===== src/rtl/core/fbc64_pkg.sv =====
`timescale 1ns / 1ps
`default_nettype none

package fbc64_pkg;

  // Datapath widths
  localparam int unsigned BlockW = 64;
  localparam int unsigned HalfW  = 32;
  localparam int unsigned KeyW   = 64;

  // Round function constants
  localparam int unsigned MixRotL = 9;
  localparam int unsigned KeyShr  = 11;
  localparam int unsigned KeyStep = 3;

  // Configuration register indexes
  typedef enum logic [0:0] {
    CFG_CIPHER_KEY   = 1'b0,
    CFG_DECRYPT_MODE = 1'b1
  } cfg_idx_e;

  typedef logic [HalfW-1:0] half_t;

  // F(x,k) = rotl(x,9) ^ ~((k >> 11) & x)
  function automatic half_t mix(input half_t x, input half_t k);
    half_t rot;
    half_t ks;
    begin
      rot = (x << MixRotL) | (x >> (HalfW - MixRotL));
      ks  = k >> KeyShr;
      mix = rot ^ ~(ks & x);
    end
  endfunction

endpackage

`default_nettype wire


===== src/rtl/core/fbc64_stage.sv =====
`timescale 1ns / 1ps
`default_nettype none

// One Feistel round followed by a pipeline register with its own handshake.
module fbc64_stage (
  input  wire                 clk_i,
  input  wire                 rst_ni,
  input  wire                 valid_i,
  output logic                ready_o,
  input  fbc64_pkg::half_t    left_i,
  input  fbc64_pkg::half_t    right_i,
  input  fbc64_pkg::half_t    key_i,
  output logic                valid_o,
  input  wire                 ready_i,
  output fbc64_pkg::half_t    left_o,
  output fbc64_pkg::half_t    right_o
);
  import fbc64_pkg::*;

  logic  valid_q;
  half_t left_d, left_q;
  half_t right_d, right_q;

  // Stage takes a new item when empty or when its item leaves this cycle
  assign ready_o = !valid_q || ready_i;

  // Round: left <- right, right <- left ^ F(right, key)
  assign left_d  = right_i;
  assign right_d = left_i ^ mix(right_i, key_i);

  always_ff @(posedge clk_i or negedge rst_ni) begin
    if (!rst_ni) begin
      valid_q <= 1'b0;
    end else if (ready_o) begin
      valid_q <= valid_i;
    end
  end

  always_ff @(posedge clk_i) begin
    if (ready_o && valid_i) begin
      left_q  <= left_d;
      right_q <= right_d;
    end
  end

  assign valid_o = valid_q;
  assign left_o  = left_q;
  assign right_o = right_q;

endmodule

`default_nettype wire


===== src/rtl/core/feistel_block_cipher_64_top.sv =====
`timescale 1ns / 1ps
`default_nettype none

// One round per stage, each stage registered.
// Throughput: one item per cycle while the output accepts; each stage holds
// one item and moves when the stage after it is empty or advancing, so stalls
// back up without loss. Reset (async, active low) empties the pipeline and
// clears the cipher key and decrypt_mode to zero.
module feistel_block_cipher_64_top #(
  parameter int unsigned ROUNDS = 8
) (
  input  wire                       clk_i,
  input  wire                       rst_ni,
  // Configuration write port
  input  wire                       cfg_we_i,
  input  fbc64_pkg::cfg_idx_e       cfg_idx_i,
  input  wire [63:0]                cfg_data_i,
  // Input stream
  input  wire                       s_axis_tvalid,
  output logic                      s_axis_tready,
  input  wire [63:0]                s_axis_tdata,   // [63:0] data_block
  // Output stream
  output logic                      m_axis_tvalid,
  input  wire                       m_axis_tready,
  output logic [63:0]               m_axis_tdata    // [63:0] result_block
);
  import fbc64_pkg::*;

  localparam int unsigned CntW = $clog2(ROUNDS + 2);

  logic [KeyW-1:0]   cipher_key_q;
  logic              decrypt_mode_q;
  logic [2*KeyW-1:0] key_dbl;

  logic  valid [ROUNDS+1];
  logic  ready [ROUNDS+1];
  half_t left  [ROUNDS+1];
  half_t right [ROUNDS+1];
  logic [ROUNDS-1:0] stage_valid;

  // Configuration registers
  always_ff @(posedge clk_i or negedge rst_ni) begin
    if (!rst_ni) begin
      cipher_key_q   <= '0;
      decrypt_mode_q <= 1'b0;
    end else if (cfg_we_i) begin
      case (cfg_idx_i)
        CFG_CIPHER_KEY:   cipher_key_q   <= cfg_data_i;
        CFG_DECRYPT_MODE: decrypt_mode_q <= cfg_data_i[0];
        default: ;
      endcase
    end
  end

  assign key_dbl = {cipher_key_q, cipher_key_q};

  // Pipeline entry: left half is the high half in both directions
  assign valid[0]      = s_axis_tvalid;
  assign s_axis_tready = ready[0];
  assign left[0]       = s_axis_tdata[BlockW-1:HalfW];
  assign right[0]      = s_axis_tdata[HalfW-1:0];

  // Round stages; decryption walks the round keys in reverse
  for (genvar s = 0; s < ROUNDS; s++) begin : g_round
    localparam int unsigned RotEnc = (KeyStep * s) % KeyW;
    localparam int unsigned RotDec = (KeyStep * (ROUNDS - 1 - s)) % KeyW;
    half_t key;

    assign key = decrypt_mode_q ? key_dbl[RotDec +: HalfW] : key_dbl[RotEnc +: HalfW];

    fbc64_stage u_stage (
      .clk_i   (clk_i),
      .rst_ni  (rst_ni),
      .valid_i (valid[s]),
      .ready_o (ready[s]),
      .left_i  (left[s]),
      .right_i (right[s]),
      .key_i   (key),
      .valid_o (valid[s+1]),
      .ready_i (ready[s+1]),
      .left_o  (left[s+1]),
      .right_o (right[s+1])
    );

    assign stage_valid[s] = valid[s+1];
  end

  // Pipeline exit: halves swap back
  assign ready[ROUNDS]  = m_axis_tready;
  assign m_axis_tvalid  = valid[ROUNDS];
  assign m_axis_tdata   = {right[ROUNDS], left[ROUNDS]};

  // Input only stalls when something is waiting at the output
  a_stall_has_output: assert property (@(posedge clk_i) disable iff (!rst_ni)
    !s_axis_tready |-> m_axis_tvalid)
    else $error("input stalled with no result pending");

  // An empty pipeline always takes input
  a_empty_ready: assert property (@(posedge clk_i) disable iff (!rst_ni)
    (stage_valid == '0) |-> s_axis_tready)
    else $error("empty pipeline not ready");

  // Items in flight change only by accepts on either side
  a_item_count: assert property (@(posedge clk_i) disable iff (!rst_ni)
    1'b1 |=> (CntW'($countones(stage_valid))
              + CntW'($past(m_axis_tvalid && m_axis_tready)))
          == (CntW'($past($countones(stage_valid)))
              + CntW'($past(s_axis_tvalid && s_axis_tready))))
    else $error("item lost or duplicated in pipeline");

endmodule

`default_nettype wire


===== config.mk =====
export PLATFORM = sky130hd
export DESIGN_NAME = feistel_block_cipher_64_top
export DESIGN_NICKNAME = d
export VERILOG_FILES = /design/src/rtl/core/fbc64_pkg.sv /design/src/rtl/core/fbc64_stage.sv /design/src/rtl/core/feistel_block_cipher_64_top.sv
export SDC_FILE = /design/constraint.sdc
export NUM_CORES = 1
export LEC_CHECK = 0
export BUFFER_PORTS_ARGS = -buffer_cell sky130_fd_sc_hd__clkbuf_2
export CAP_MARGIN = 5
export CELL_PAD_IN_SITES_DETAIL_PLACEMENT = 2
export CELL_PAD_IN_SITES_GLOBAL_PLACEMENT = 2
export CORE_ASPECT_RATIO = 1.1
export CORE_UTILIZATION = 30
export DETAILED_ROUTE_END_ITERATION = 8
export PLACE_DENSITY_LB_ADDON = 0.1
export SYNTH_ARGS = -nofsm -noshare
export SYNTH_HDL_FRONTEND = slang
export SYNTH_SLANG_ARGS = --single-unit
export TNS_END_PERCENT = 100

===== constraint.sdc =====
create_clock -name clk_i -period 7.2 [get_ports clk_i]
set_input_delay 0.36 -clock clk_i [delete_from_list [all_inputs] [get_ports clk_i]]
set_output_delay 0.36 -clock clk_i [all_outputs]
set_load 0.05 [all_outputs]

==> out/qor.txt <==
Post-synth top area share: 0.6835
Sw Ratio: 0.3165
Max_slew headroom: 0.2945
Largest net degree at the start of global routing: 70
Drt drc: 0
Number of enable flip-flop cells after synthesis: 512
Synth Flop Type: edfxtp_1
CTS tree: built
Status: complete, no violations
Logic pwr share: 0.243
Hold Path Class: input pin to register
Gr usage total: 0.1578
Tcrit/Tclk final: 0.3882
Routed vias: 11,500
DIE AREA: 0.07609 sq mm
Worst vdd ir: 208.4 uV
Pre-Repair DR Iteration Count: 4
NetSw: 3.811 mW
Resized Gates After CTS: 0
Cell taking the most area after synthesis: edfxtp_1
Fmax: 357.7 MHz
Nets: 1,771
CP Capture Type: output port
Peak fanout along the critical path: 7
Tightest Pin Transition: 1056 ps
CTS root buf: clkbuf_16
Inserted Clock Buffers: 61
Post-CTS setup buffers: 0
Lkg Pwr: 9.217 nW
WL per Instance: 22.47 microns
Layout cells sized above 1: 0.1989
Fin crit period: 2795 ps
Max-slew violations: 0
Max Cap Viol: 0
Antenna violations before repair: 1
Die width: 263.1 microns
Cts hold-fix bufs: 74
Internal power: 8.228 mW
Vias in the first global route: 12,570
Count of input and output buffers: 178
DR iter-0 viols: 593
Cells after synthesis: 1,324
Ys async rst share: 0.09059
GRT met3 Usage: 0.02261
Ranking of synthesized cells by area: edfxtp_1, xnor2_1, dfrtp_1, mux2_2, o21ai_0
Clock sinks: 563
Post-Syn Area: 0.02250 sq mm
GR Overflow Total: 0
Row Count: 104
Top cells by count, synth: edfxtp_1, xnor2_1, o21ai_0, o21ai_1, dfrtp_1
Core area: 0.07365 sq mm
Top Usage Layer GRT: met2
Fin util: 0.3715
GR Util met2: 0.2567
Syn Area/Cell: 16.99 sq um
Syn Nets: 1,458
Worst Setup Start Kind: register
First-pass GRT wire length: 87,120 microns
Seq cells post-synth: 563
Cell Pwr Density: 440.0 mW/mm^2
Seq/Total Area, Yosys: 0.7402
Routed Antenna Nets: 0
Area Growth Syn to Fin: 21.62%
RSZ-0062 raised after global routing: false
DPL Wire Length: 43,190 microns
Initial Utilization: 0.3054
Drt total wl: 59,460 microns
Most numerous cell in the Yosys netlist: edfxtp_1
Crit Path Category: register to output port
Max H-tree Level: 2
Count of final setup violators: 0
Synthesis Warnings: 0
Final TNS setup: 0 ps
Clock transition at path regs: 60 ps
Die Ht: 289.2 microns
Clock skew: 17.80 ps
Via density: 4.347
Synth cell types: 27
Reg power frac: 0.498
I/O Pins: 200
Clk pwr share: 0.259
Met1 usage: 0.2220
Clk buf depth: 3
Crit path DAT: 2440 ps
GP Congestion: 0.7217
Hold Vio Cnt, Final: 0
Clk Latency, worst-skew pair: 630 ps
Critical Path RT: 6840 ps
## power groups by stage
stage,sequential [mW],clock (mW),combinational (mW)
after floorplan,6.27,0,1.71
after global placement,6.08,0,2.91
after detailed placement,6.13,0,2.96
after CTS,6.06,3.22,2.99
after global routing,6.14,3.32,3.19
final,5.99,3.12,2.93
## placed cells by master (no fill, tap or decap)
cell type      netlist  layout
nor2_1               1       1
nand3_1              3       3
clkbuf_16            0      64
and4b_1              1       1
a31oi_4              0       1
nor2b_1             44      42
edfxtp_1           512     512
nand2_1              2       2
o21ai_0             94      94
dfrtp_1             51      50
inv_6                0       1
nand3b_1             1       1
and2_2               0       5
diode_2              0       3
mux2_2              43      43
and2_1              40      35
o21ai_1             74      74
clkbuf_2             1     178
a21boi_4             0       1
bufinv_16            0       5
clkinv_2             0      11
nand4b_1             1       1
and2_0               1       1
clkbuf_8             0       4
and2_4               6       6
a31o_2               1       1
dfrtp_2              0       1
or2_2                1       1
xnor2_1            424     424
dlygate4sd3_1        0      74
clkinv_1             0      15
buf_4                1      12
clkbuf_1             0      15
a21o_1               1       1
inv_1                1       1
nand2b_1             6       6
nor2b_4              0       2
## layer usage
layer	vias up	part of all wire
met4	0	0.019
met3	74	0.030
li1	5412	-
met5	-	0
met1	5814	0.48
met2	201	0.47
## logic make-up after synthesis
family / after synthesis / synth area share
compound gates: 172 / 0.03871
xor+xnor: 424 / 0.1651
mux: 43 / 0.02152
simple gates: 107 / 0.03026
flops: 563 / 0.7402
buf+inv: 15 / 0.004227
## final timing paths
path / startpoint / to / slack, ps / depth (start not counted)
setup / recovery: g_round[7].u_stage.valid_o / s_axis_tready / 4400 / 4
hold / removal: s_axis_tdata[62] / g_round[0].u_stage.right_o[30] / 40 / 2
setup reg to reg: decrypt_mode_q / g_round[1].u_stage.right_o[20] / 4570 / 4
hold reg to reg: g_round[1].u_stage.right_o[21] / g_round[2].u_stage.left_o[21] / 480 / 0
max in group asynchronous: rst_ni / cipher_key_q[31] / 6150 / 3
min in group asynchronous: rst_ni / g_round[0].u_stage.valid_o / 470 / 3
## worst max-delay path, cell delays in order, from the launching register on
cell and delay (ps):
dfrtp_1 420, nand4b_1 180, nor2_1 790, nand3_1 140
clkbuf_2 280
## state kept, by name (all words and copies together), names as in the netlist
register / flops
g_round.u_stage.valid_o: 8
cipher_key_q: 42
g_round.u_stage.left_o: 256
g_round.u_stage.right_o: 256
decrypt_mode_q: 1
## layout make-up
type,count,area [sq um]
clock inverter,32,270.3
timing repair buffer,264,1722
fill,7327,46290
clock buffer,83,1713
tap,954,1194
sequential,563,16650
inverter,1,3.754
antenna,3,7.507
multi-input combinational,746,5797
## stage by stage
stage                     power [mW]  area, sq um  instances  hold slack, ps  setup WS, ps
after global placement         8.995        24630       2454           465.1          4565
after CTS                      12.27        27350       2643           6.589          4284
after detailed placement       9.083        24630       2454           466.3          4531
final                          12.04        27360       2646           39.82          4405
after floorplan                7.983        22500       1324           64.41          1036
after global routing           12.66        27350       2643           24.06          4204
Power figures use the tool's default switching activity.
